===== src/design/pts_pkg.sv =====
// ----------------------------------------------------------------------------
// Priority task scheduler package
// Shared constants, types and codes for the scheduler block.
// ----------------------------------------------------------------------------
package pts_pkg;

   localparam int TASK_SLOTS = 16;
   localparam int SLOT_W     = $clog2(TASK_SLOTS);
   localparam int LEN_W      = $clog2(TASK_SLOTS + 1);

   localparam logic [SLOT_W-1:0] IDLE_SLOT = '0;
   localparam logic [7:0] IDLE_PRIO_RESET = 8'd100;

   // Item kinds.
   localparam logic [2:0] KIND_CREATE = 3'd0;
   localparam logic [2:0] KIND_RUN    = 3'd1;
   localparam logic [2:0] KIND_DELAY  = 3'd2;
   localparam logic [2:0] KIND_TICK   = 3'd3;
   localparam logic [2:0] KIND_ISR_IN = 3'd4;
   localparam logic [2:0] KIND_ISR_EX = 3'd5;

   // Result status codes.
   localparam logic [1:0] STAT_OK      = 2'd0;
   localparam logic [1:0] STAT_NO_SLOT = 2'd1;
   localparam logic [1:0] STAT_BADPRIO = 2'd2;
   localparam logic [1:0] STAT_IDLEDLY = 2'd3;

   // Slot states.
   localparam logic [1:0] SS_FREE    = 2'd0;
   localparam logic [1:0] SS_READY   = 2'd1;
   localparam logic [1:0] SS_DELAYED = 2'd2;

   typedef enum logic [3:0] {
      ST_IDLE,
      ST_CREATE,
      ST_INS_RD,
      ST_INS_CMP,
      ST_INS_SHIFT,
      ST_DLY_SHIFT,
      ST_TICK_RD,
      ST_TICK_CHK,
      ST_TICK_INS,
      ST_SCHED,
      ST_DONE
   } state_type;

   // Slot table write request toward the slot memory.
   typedef struct packed {
      logic              we;
      logic [SLOT_W-1:0] addr;
      logic [1:0]        st;
      logic [7:0]        prio;
      logic [15:0]       dly;
   } slot_wr_type;

endpackage


===== src/design/priority_task_scheduler_unit.sv =====
// ----------------------------------------------------------------------------
// Priority task scheduler unit
// Ready and delayed lists with a sequencer working over a slot memory.
// ----------------------------------------------------------------------------
// One item is taken at a time while busy is low; its word appears on the rsp_
// ports for one cycle with rsp_valid, and the receiver cannot stall it. A
// control item keeps busy high through ST_DONE, or through ST_SCHED and then
// ST_DONE when it reschedules, and its word follows in the next cycle. Create
// and insertion walk the ready list with a memory read, then a compare, for
// each entry passed, and then shift the list one entry a cycle; a delay shifts
// both lists one entry a cycle; a tick reads each delayed slot from the slot
// memory in turn (ST_TICK_RD, then ST_TICK_CHK), then for each expired task
// fetches its priority in ST_TICK_INS and runs an insertion walk. The slot
// memory's single read port sets this pace. The slot table is initialized by a
// pass over all TASK_SLOTS entries after reset, during which busy stays high.
// ----------------------------------------------------------------------------
module priority_task_scheduler_unit (
   input  logic        clock,
   input  logic        reset,
   input  logic        start,
   output logic        busy,
   input  logic [2:0]  req_kind,
   input  logic [7:0]  req_priority_req,
   input  logic [15:0] req_delay_ticks,
   input  logic        csr_valid,
   output logic        csr_ready,
   input  logic [7:0]  csr_idle_priority,
   output logic        rsp_valid,
   output logic        rsp_current_valid,
   output logic [3:0]  rsp_current_task,
   output logic        rsp_switched,
   output logic [3:0]  rsp_new_task_slot,
   output logic [1:0]  rsp_status,
   output logic [31:0] rsp_switch_count,
   output logic [31:0] rsp_tick_count
);
   import pts_pkg::*;

   state_type state_ff, state_in;

   logic [SLOT_W-1:0] rdy_ff [TASK_SLOTS];
   logic [SLOT_W-1:0] rdy_in [TASK_SLOTS];
   logic [SLOT_W-1:0] dly_ff [TASK_SLOTS];
   logic [SLOT_W-1:0] dly_in [TASK_SLOTS];
   logic [TASK_SLOTS-1:0] used_ff, used_in;
   logic [LEN_W-1:0]  rlen_ff, rlen_in, dlen_ff, dlen_in;
   logic [LEN_W-1:0]  idx_ff, idx_in, wr_ff, wr_in;
   logic [SLOT_W-1:0] tgt_ff, tgt_in;
   logic [7:0]        tprio_ff, tprio_in;
   logic [7:0]        idle_ff;
   logic [SLOT_W-1:0] run_ff, run_in;
   logic              runv_ff, runv_in, started_ff, started_in;
   logic [7:0]        nest_ff, nest_in;
   logic [31:0]       sw_cnt_ff, sw_cnt_in, tick_ff, tick_in;
   logic [2:0]        kind_ff, kind_in;
   logic [15:0]       dreq_ff, dreq_in;
   logic              swd_ff, swd_in;
   logic [SLOT_W-1:0] nslot_ff, nslot_in;
   logic [1:0]        stat_ff, stat_in;
   logic              init_ff;
   logic [SLOT_W-1:0] init_cnt_ff;
   logic              sched_q_ff, sched_q_in;
   logic [SLOT_W-1:0] exp_ff [TASK_SLOTS];
   logic [SLOT_W-1:0] exp_in [TASK_SLOTS];
   logic [LEN_W-1:0]  ne_ff, ne_in;
   logic              rv_ff, rv_in;

   slot_wr_type       wr;
   logic [SLOT_W-1:0] rd_addr;
   logic [25:0]       rd_data;
   logic [1:0]        rd_st;
   logic [7:0]        rd_prio;
   logic [15:0]       rd_dly;
   logic [SLOT_W-1:0] free_slot;
   logic              free_found;

   assign rd_st   = rd_data[25:24];
   assign rd_prio = rd_data[23:16];
   assign rd_dly  = rd_data[15:0];

   pts_slot_mem u_mem (
      .clock   (clock),
      .wr      (wr),
      .rd_addr (rd_addr),
      .rd_data (rd_data)
   );

   assign busy      = (state_ff != ST_IDLE) || init_ff;
   assign csr_ready = !busy;

   // Lowest free slot above the idle slot.
   always_comb begin
      free_slot  = '0;
      free_found = 1'b0;
      for (int i = TASK_SLOTS - 1; i >= 1; i--) begin
         if (!used_ff[i]) begin
            free_slot  = SLOT_W'(i);
            free_found = 1'b1;
         end
      end
   end

   // Clearing pass counter and idle priority register.
   always_ff @(posedge clock) begin
      if (reset) begin
         init_ff     <= 1'b1;
         init_cnt_ff <= '0;
         idle_ff     <= IDLE_PRIO_RESET;
      end else begin
         if (init_ff) begin
            init_cnt_ff <= init_cnt_ff + 1'b1;
            if (init_cnt_ff == SLOT_W'(TASK_SLOTS - 1)) init_ff <= 1'b0;
         end
         if (csr_valid && csr_ready) idle_ff <= csr_idle_priority;
      end
   end

   // State registers.
   always_ff @(posedge clock) begin
      if (reset) begin
         state_ff   <= ST_IDLE;
         used_ff    <= TASK_SLOTS'(1);
         rlen_ff    <= LEN_W'(1);
         dlen_ff    <= '0;
         runv_ff    <= 1'b0;
         run_ff     <= '0;
         started_ff <= 1'b0;
         nest_ff    <= '0;
         sw_cnt_ff  <= '0;
         tick_ff    <= '0;
         rv_ff      <= 1'b0;
         for (int i = 0; i < TASK_SLOTS; i++) rdy_ff[i] <= '0;
      end else begin
         state_ff   <= state_in;
         used_ff    <= used_in;
         rlen_ff    <= rlen_in;
         dlen_ff    <= dlen_in;
         runv_ff    <= runv_in;
         run_ff     <= run_in;
         started_ff <= started_in;
         nest_ff    <= nest_in;
         sw_cnt_ff  <= sw_cnt_in;
         tick_ff    <= tick_in;
         rv_ff      <= rv_in;
         rdy_ff     <= rdy_in;
      end
   end

   // Working registers.
   always_ff @(posedge clock) begin
      dly_ff     <= dly_in;
      exp_ff     <= exp_in;
      ne_ff      <= ne_in;
      idx_ff     <= idx_in;
      wr_ff      <= wr_in;
      tgt_ff     <= tgt_in;
      tprio_ff   <= tprio_in;
      kind_ff    <= kind_in;
      dreq_ff    <= dreq_in;
      swd_ff     <= swd_in;
      nslot_ff   <= nslot_in;
      stat_ff    <= stat_in;
      sched_q_ff <= sched_q_in;
   end

   // Sequencer.
   always_comb begin
      state_in   = state_ff;
      rdy_in     = rdy_ff;
      dly_in     = dly_ff;
      exp_in     = exp_ff;
      ne_in      = ne_ff;
      used_in    = used_ff;
      rlen_in    = rlen_ff;
      dlen_in    = dlen_ff;
      idx_in     = idx_ff;
      wr_in      = wr_ff;
      tgt_in     = tgt_ff;
      tprio_in   = tprio_ff;
      run_in     = run_ff;
      runv_in    = runv_ff;
      started_in = started_ff;
      nest_in    = nest_ff;
      sw_cnt_in  = sw_cnt_ff;
      tick_in    = tick_ff;
      kind_in    = kind_ff;
      dreq_in    = dreq_ff;
      swd_in     = swd_ff;
      nslot_in   = nslot_ff;
      stat_in    = stat_ff;
      sched_q_in = sched_q_ff;
      rv_in      = 1'b0;
      wr         = '0;
      rd_addr    = rdy_ff[idx_ff[SLOT_W-1:0]];
      if (init_ff) begin
         wr.we   = 1'b1;
         wr.addr = init_cnt_ff;
         wr.st   = (init_cnt_ff == IDLE_SLOT) ? SS_READY : SS_FREE;
      end
      unique case (state_ff)
         ST_IDLE: begin
            if (start && !busy) begin
               kind_in    = req_kind;
               dreq_in    = (req_delay_ticks == 16'd0) ? 16'd1 : req_delay_ticks;
               swd_in     = 1'b0;
               nslot_in   = '0;
               stat_in    = STAT_OK;
               sched_q_in = 1'b0;
               tprio_in   = req_priority_req;
               state_in   = ST_DONE;
               unique case (req_kind)
                  KIND_CREATE: begin
                     if (req_priority_req >= idle_ff) stat_in = STAT_BADPRIO;
                     else if (!free_found) stat_in = STAT_NO_SLOT;
                     else begin
                        tgt_in     = free_slot;
                        nslot_in   = free_slot;
                        sched_q_in = 1'b1;
                        state_in   = ST_CREATE;
                     end
                  end
                  KIND_RUN: begin
                     started_in = 1'b1;
                     state_in   = ST_SCHED;
                  end
                  KIND_DELAY: begin
                     if (rlen_ff <= LEN_W'(1) || rdy_ff[0] == IDLE_SLOT)
                        stat_in = STAT_IDLEDLY;
                     else begin
                        tgt_in   = rdy_ff[0];
                        idx_in   = '0;
                        state_in = ST_DLY_SHIFT;
                     end
                  end
                  KIND_TICK: begin
                     tick_in  = tick_ff + 32'd1;
                     idx_in   = '0;
                     wr_in    = '0;
                     ne_in    = '0;
                     state_in = (dlen_ff == '0) ? ST_DONE : ST_TICK_RD;
                  end
                  KIND_ISR_IN: begin
                     if (nest_ff != 8'd255) nest_in = nest_ff + 8'd1;
                  end
                  KIND_ISR_EX: begin
                     if (nest_ff != 8'd0) begin
                        nest_in = nest_ff - 8'd1;
                        if (nest_ff == 8'd1) state_in = ST_SCHED;
                     end
                  end
                  default: ;
               endcase
            end
         end
         ST_CREATE: begin
            wr.we   = 1'b1;
            wr.addr = tgt_ff;
            wr.st   = SS_READY;
            wr.prio = tprio_ff;
            wr.dly  = '0;
            used_in[tgt_ff] = 1'b1;
            idx_in   = '0;
            state_in = ST_INS_RD;
         end
         ST_INS_RD: begin
            // An expired task's priority arrives from the read issued just before.
            if (kind_ff == KIND_TICK && idx_ff == '0) tprio_in = rd_prio;
            // Last entry is idle tail; stop there.
            if (idx_ff + LEN_W'(1) >= rlen_ff) begin
               wr_in    = rlen_ff;
               state_in = ST_INS_SHIFT;
            end else begin
               state_in = ST_INS_CMP;
            end
         end
         ST_INS_CMP: begin
            // Idle entry compares against the live register value.
            if (((rdy_ff[idx_ff[SLOT_W-1:0]] == IDLE_SLOT) ? idle_ff : rd_prio)
                >= tprio_ff) begin
               wr_in    = rlen_ff;
               state_in = ST_INS_SHIFT;
            end else begin
               idx_in   = idx_ff + LEN_W'(1);
               state_in = ST_INS_RD;
            end
         end
         ST_INS_SHIFT: begin
            if (wr_ff == idx_ff) begin
               rdy_in[idx_ff[SLOT_W-1:0]] = tgt_ff;
               rlen_in = rlen_ff + LEN_W'(1);
               if (kind_ff == KIND_TICK) state_in = ST_TICK_INS;
               else state_in = sched_q_ff ? ST_SCHED : ST_DONE;
            end else begin
               rdy_in[wr_ff[SLOT_W-1:0]] = rdy_ff[wr_ff[SLOT_W-1:0] - 1'b1];
               wr_in = wr_ff - LEN_W'(1);
            end
         end
         ST_DLY_SHIFT: begin
            // Pop ready head and push delayed head, one entry a cycle. The
            // target's stored priority is read on the first cycle.
            if (idx_ff == '0) rd_addr = tgt_ff;
            if (idx_ff == LEN_W'(1)) tprio_in = rd_prio;
            if (idx_ff + LEN_W'(1) < rlen_ff)
               rdy_in[idx_ff[SLOT_W-1:0]] = rdy_ff[idx_ff[SLOT_W-1:0] + 1'b1];
            if (idx_ff < dlen_ff)
               dly_in[dlen_ff[SLOT_W-1:0] - idx_ff[SLOT_W-1:0]] =
                  dly_ff[dlen_ff[SLOT_W-1:0] - idx_ff[SLOT_W-1:0] - 1'b1];
            idx_in = idx_ff + LEN_W'(1);
            if (idx_ff + LEN_W'(1) >= rlen_ff && idx_ff >= dlen_ff) begin
               dly_in[0] = tgt_ff;
               dlen_in   = dlen_ff + LEN_W'(1);
               rlen_in   = rlen_ff - LEN_W'(1);
               wr.we     = 1'b1;
               wr.addr   = tgt_ff;
               wr.st     = SS_DELAYED;
               wr.prio   = (idx_ff == LEN_W'(1)) ? rd_prio : tprio_ff;
               wr.dly    = dreq_ff;
               state_in  = ST_SCHED;
            end
         end
         ST_TICK_RD: begin
            rd_addr  = dly_ff[idx_ff[SLOT_W-1:0]];
            state_in = ST_TICK_CHK;
         end
         ST_TICK_CHK: begin
            rd_addr = dly_ff[idx_ff[SLOT_W-1:0]];
            wr.we   = 1'b1;
            wr.addr = dly_ff[idx_ff[SLOT_W-1:0]];
            wr.prio = rd_prio;
            wr.dly  = (rd_dly != 16'd0) ? rd_dly - 16'd1 : 16'd0;
            wr.st   = rd_st;
            if (rd_dly <= 16'd1) begin
               exp_in[ne_ff[SLOT_W-1:0]] = dly_ff[idx_ff[SLOT_W-1:0]];
               ne_in = ne_ff + LEN_W'(1);
            end else begin
               dly_in[wr_ff[SLOT_W-1:0]] = dly_ff[idx_ff[SLOT_W-1:0]];
               wr_in = wr_ff + LEN_W'(1);
            end
            idx_in = idx_ff + LEN_W'(1);
            if (idx_ff + LEN_W'(1) >= dlen_ff) begin
               dlen_in  = (rd_dly <= 16'd1) ? wr_ff : wr_ff + LEN_W'(1);
               idx_in   = '0;
               wr_in    = '0;
               state_in = ST_TICK_INS;
            end else begin
               state_in = ST_TICK_RD;
            end
         end
         ST_TICK_INS: begin
            // Reinsert expired tasks in order; the next one is always at the front.
            if (ne_ff == '0) begin
               state_in = ST_DONE;
            end else begin
               tgt_in  = exp_ff[0];
               rd_addr = exp_ff[0];
               idx_in  = '0;
               for (int i = 0; i + 1 < TASK_SLOTS; i++) exp_in[i] = exp_ff[i + 1];
               ne_in    = ne_ff - LEN_W'(1);
               state_in = ST_INS_RD;
            end
         end
         ST_SCHED: begin
            if (started_ff && rlen_ff != '0 &&
                !(runv_ff && rdy_ff[0] == run_ff)) begin
               run_in    = rdy_ff[0];
               runv_in   = 1'b1;
               sw_cnt_in = sw_cnt_ff + 32'd1;
               swd_in    = 1'b1;
            end
            state_in = ST_DONE;
         end
         ST_DONE: begin
            rv_in    = 1'b1;
            state_in = ST_IDLE;
         end
         default: state_in = ST_IDLE;
      endcase
   end

   assign rsp_valid         = rv_ff;
   assign rsp_current_valid = runv_ff;
   assign rsp_current_task  = runv_ff ? 4'(run_ff) : 4'd0;
   assign rsp_switched      = swd_ff;
   assign rsp_new_task_slot = 4'(nslot_ff);
   assign rsp_status        = stat_ff;
   assign rsp_switch_count  = sw_cnt_ff;
   assign rsp_tick_count    = tick_ff;

endmodule


===== src/design/pts_slot_mem.sv =====
// ----------------------------------------------------------------------------
// Slot table memory
// One entry per task slot holding state, priority and delay count; one
// write port and one registered read port.
// ----------------------------------------------------------------------------
module pts_slot_mem (
   input  logic                     clock,
   input  pts_pkg::slot_wr_type     wr,
   input  logic [pts_pkg::SLOT_W-1:0] rd_addr,
   output logic [25:0]              rd_data
);
   import pts_pkg::*;

   logic [25:0] mem [TASK_SLOTS];

   // Write and registered read.
   always_ff @(posedge clock) begin
      if (wr.we) begin
         mem[wr.addr] <= {wr.st, wr.prio, wr.dly};
      end
      rd_data <= mem[rd_addr];
   end

endmodule


===== config.mk =====
export PLATFORM = sky130hd
export DESIGN_NAME = priority_task_scheduler_unit
export DESIGN_NICKNAME = d
export VERILOG_FILES = /design/src/design/pts_pkg.sv /design/src/design/priority_task_scheduler_unit.sv /design/src/design/pts_slot_mem.sv
export SDC_FILE = /design/constraint.sdc
export NUM_CORES = 2
export LEC_CHECK = 0
export BUFFER_PORTS_ARGS = -buffer_cell sky130_fd_sc_hd__buf_2
export CAP_MARGIN = 30
export CORE_MARGIN = 5
export CORE_UTILIZATION = 24
export CTS_CLUSTER_SIZE = 28
export DETAILED_ROUTE_END_ITERATION = 6
export PLACE_DENSITY_LB_ADDON = 0.2
export SETUP_SLACK_MARGIN = 0.4
export SYNTH_ARGS = -nofsm -noshare
export SYNTH_HDL_FRONTEND = slang
export SYNTH_SLANG_ARGS = --single-unit

===== constraint.sdc =====
create_clock -name clock -period 6.62 [get_ports clock]
set_clock_uncertainty 0.2 [all_clocks]
set_input_delay 1.324 -clock clock [delete_from_list [all_inputs] [get_ports clock]]
set_output_delay 1.324 -clock clock [all_outputs]
set_load 0.01 [all_outputs]

==> results.cfg <==
[yosys]
postSynthNetCount = 3204
count_of_mapped_cells_out_of_synthesis = 3099
synth_sequential_area_ratio = 0.575
post-synth-top-count-cell = sky130_fd_sc_hd__edfxtp_1
synth_top_area_frac = 0.462
synth-seq-cells = 775
synth.yosys.warnings = 0
synthTopCellsByCount = sky130_fd_sc_hd__edfxtp_1 (566), sky130_fd_sc_hd__mux2i_1 (271), sky130_fd_sc_hd__nand2_1 (267)
synth.cell_area_um2 = 36800
yosys_most_used_dff = sky130_fd_sc_hd__edfxtp_1
synth_top_cell_by_area = sky130_fd_sc_hd__edfxtp_1
synthDistinctLibCells = 79
syn-mean-instance-area_um2 = 11.9
synth_enable_flop_cells = 566
synth.area.top_cells = sky130_fd_sc_hd__edfxtp_1 (46%), sky130_fd_sc_hd__dfxtp_1 (11%), sky130_fd_sc_hd__mux2i_1 (7.4%), sky130_fd_sc_hd__mux4_2 (4.9%), sky130_fd_sc_hd__o22ai_1 (3.6%)
async_flop_share = 0

[place]
io_buffer_count = 117
gp_congestion = 0.837
pre_cts_slack_ps = 785
place.detailed.hpwl_um = 78600

[global_routing]
grt_max_degree = 77
grt.overflow.total = 0
global_route_wire_length_before_repair_um = 180000
grt_pass1_vias = 25900
grt.total_usage = 0.146
grt_antenna_before_repair = 4

[critical_path]
data_required_time_of_the_critical_path_ps = 6720
cp_max_fo = 17
arrival_ps = 5720
critPathLaunchType = flip-flop
crit_end_element = flip-flop
critPathKind = reg -> reg

[floorplanning]
num_ports = 118
design.core.area_um2 = 152000
die-area_um2 = 161000
initial_util = 0.242
die_extent_in_y_um = 402
die-width_um = 402
rows = 143

[worst_hold_path]
min_path_type = reg -> reg

[sta]
achievable-frequency_mhz = 178
worst_slew_margin_rel = 0.280
timing.final.ws_setup_ps = 1000
finalWorstPathRequiredPeriod_ps = 5620
tightest_slew_ps = 1080
timing_max_transition_violations_final = 0
hold_viol = 0
rsz0062_at_grt = false
finalCritPeriodShare = 0.848
timing.final.setup_violations = 0

[clock_tree]
cts_inserted_buffers = 91
hold_buffers = 0
tritoncts = built
post_cts_buffers = 0
cts_max_path_bufs = 3
cts-htree-levels = 3
postCtsResizedCells = 0
insertion_delay_ps = 700
clock_sink_count = 775
clkTransAtPathRegs_ps = 60
clock-root-buffer = sky130_fd_sc_hd__clkbuf_16

[detailed_routing]
dr.pass1.iters = 7
avgRoutedWirePerCell_um = 22.9
finalWirelength_um = 122000
antenna_left = 0
detail_route.vias_per_cell = 4.89
detailedRoute.firstIterationViolations = 2311
num_vias = 26100
drc = 0

[run]
max-cap-violations = 0

[layout]
flow.area_growth_from_synthesis_pct = 17.4
fin_nets = 3334
final_util = 0.284
drive_above_1_share = 0.156

[power_and_ir_drop]
power.leakage_nw = 15.6
p_per_area_nw_per_um2 = 242
maximum_vdd_drop_mv = 0.210

[status]
run_status = finished clean
[placed cells by master (no fill, tap or decap), types with 19 or more instances in the layout]
cell type,count
sky130_fd_sc_hd__inv_1,73
sky130_fd_sc_hd__buf_4,109
sky130_fd_sc_hd__nor3_1,40
sky130_fd_sc_hd__nand2_1,267
sky130_fd_sc_hd__clkbuf_16,92
sky130_fd_sc_hd__edfxtp_1,566
sky130_fd_sc_hd__a21oi_1,116
sky130_fd_sc_hd__xnor2_1,47
sky130_fd_sc_hd__xor2_1,58
sky130_fd_sc_hd__or4_1,26
sky130_fd_sc_hd__buf_2,117
sky130_fd_sc_hd__mux4_2,80
sky130_fd_sc_hd__o22ai_1,213
sky130_fd_sc_hd__o21ai_0,148
sky130_fd_sc_hd__nand3_1,123
sky130_fd_sc_hd__clkbuf_1,29
sky130_fd_sc_hd__and3_1,24
sky130_fd_sc_hd__dfxtp_1,209
sky130_fd_sc_hd__nor4_1,21
sky130_fd_sc_hd__nor2_1,236
sky130_fd_sc_hd__mux2i_1,270
sky130_fd_sc_hd__ha_1,64
sky130_fd_sc_hd__and2_1,19
[state kept, by name, indices dropped and copies added (netlist names), 5 cells and up]
name and cells:
dlen_ff 5, dly_ff 64, dreq_ff 16, exp_ff 64, idle_ff 8, idx_ff 5
ne_ff 5, nest_ff 8, rdy_ff 64, rlen_ff 5, rsp_switch_count 32, rsp_tick_count 32
tprio_ff 8, u_mem.mem 384, u_mem.rd_data 24, used_ff 15, wr_ff 5
[critical path: stages (launching register included)]
cell,delay (ps)
sky130_fd_sc_hd__edfxtp_1,570
sky130_fd_sc_hd__buf_4,370
sky130_fd_sc_hd__mux4_2,560
sky130_fd_sc_hd__a221oi_1,470
sky130_fd_sc_hd__nand2_1,110
sky130_fd_sc_hd__nor2_1,100
sky130_fd_sc_hd__nand3_1,550
sky130_fd_sc_hd__mux2i_1,270
sky130_fd_sc_hd__ha_1,300
sky130_fd_sc_hd__nand2b_1,90
sky130_fd_sc_hd__a21o_1,110
sky130_fd_sc_hd__a21o_1,120
sky130_fd_sc_hd__a21oi_1,60
sky130_fd_sc_hd__o21ai_0,350
sky130_fd_sc_hd__a31oi_1,180
sky130_fd_sc_hd__nor3b_1,770
[path summary, 6_finish.rpt]
check	start	endpoint	slack, ps	cells past startpoint
max	idx_ff[0]	wr_ff[2]	1000	15
max reg2reg	idx_ff[0]	wr_ff[2]	1000	15
min	idle_ff[7]	idle_ff[7]	250	2
min reg2reg	idle_ff[7]	idle_ff[7]	250	2
[logic make-up (layout without fill, tap and decap cells)]
group,Yosys count,count (layout),share of synthesized area
compound gates,636,636,0.107
xor+xnor,105,105,0.0250
fa+ha+maj,66,66,0.0228
buf+inv,275,482,0.0310
flops,775,775,0.575
mux,364,364,0.127
other cells,0,2,0
simple gates,878,878,0.112
[power by group]
part / switching [W] / internal [W] / leakage [nW] / total, W
Clock: 0.00211 / 0.00283 / 1.42 / 0.00494
Sequential: 0.0000391 / 0.00523 / 6.49 / 0.00527
Combinational: 0.000152 / 0.0000734 / 7.69 / 0.000226
[area by class of cell]
cell class	instances	area, um^2
Fill cell	15700	109000
Sequential cell	775	21200
Multi-Input combinational cell	2049	14700
Clock buffer	132	2560
Tap cell	2030	2540
Timing Repair Buffer	236	1580
Clock inverter	38	384
Inverter	76	285
Antenna cell	2	5.00
[routing by layer]
metal / track usage / up-vias / share of wire
met1: 0.198 / 13200 / 0.44
met5: 0 / - / 0
met4: 0.0367 / 0 / 0.017
met2: 0.249 / 747 / 0.49
li1: - / 12000 / -
met3: 0.0189 / 133 / 0.051
[stage by stage]
stage / hold WS (ps) / TNS (ps) / cell area, um^2 / total power [W] / instances
2_1_floorplan: 236 / -69650 / 36800 / 0.00549 / 3099
3_5_place_dp: 250 / 0 / 40300 / 0.00561 / 5164
4_1_cts: 258 / 0 / 43200 / 0.0106 / 5334
6_report: 253 / 0 / 43200 / 0.0104 / 5338
5_1_grt: 275 / 0 / 43200 / 0.0108 / 5338
3_3_place_gp: 248 / 0 / 40200 / 0.00560 / 5158
No activity file was read; power rests on OpenSTA's default activity.
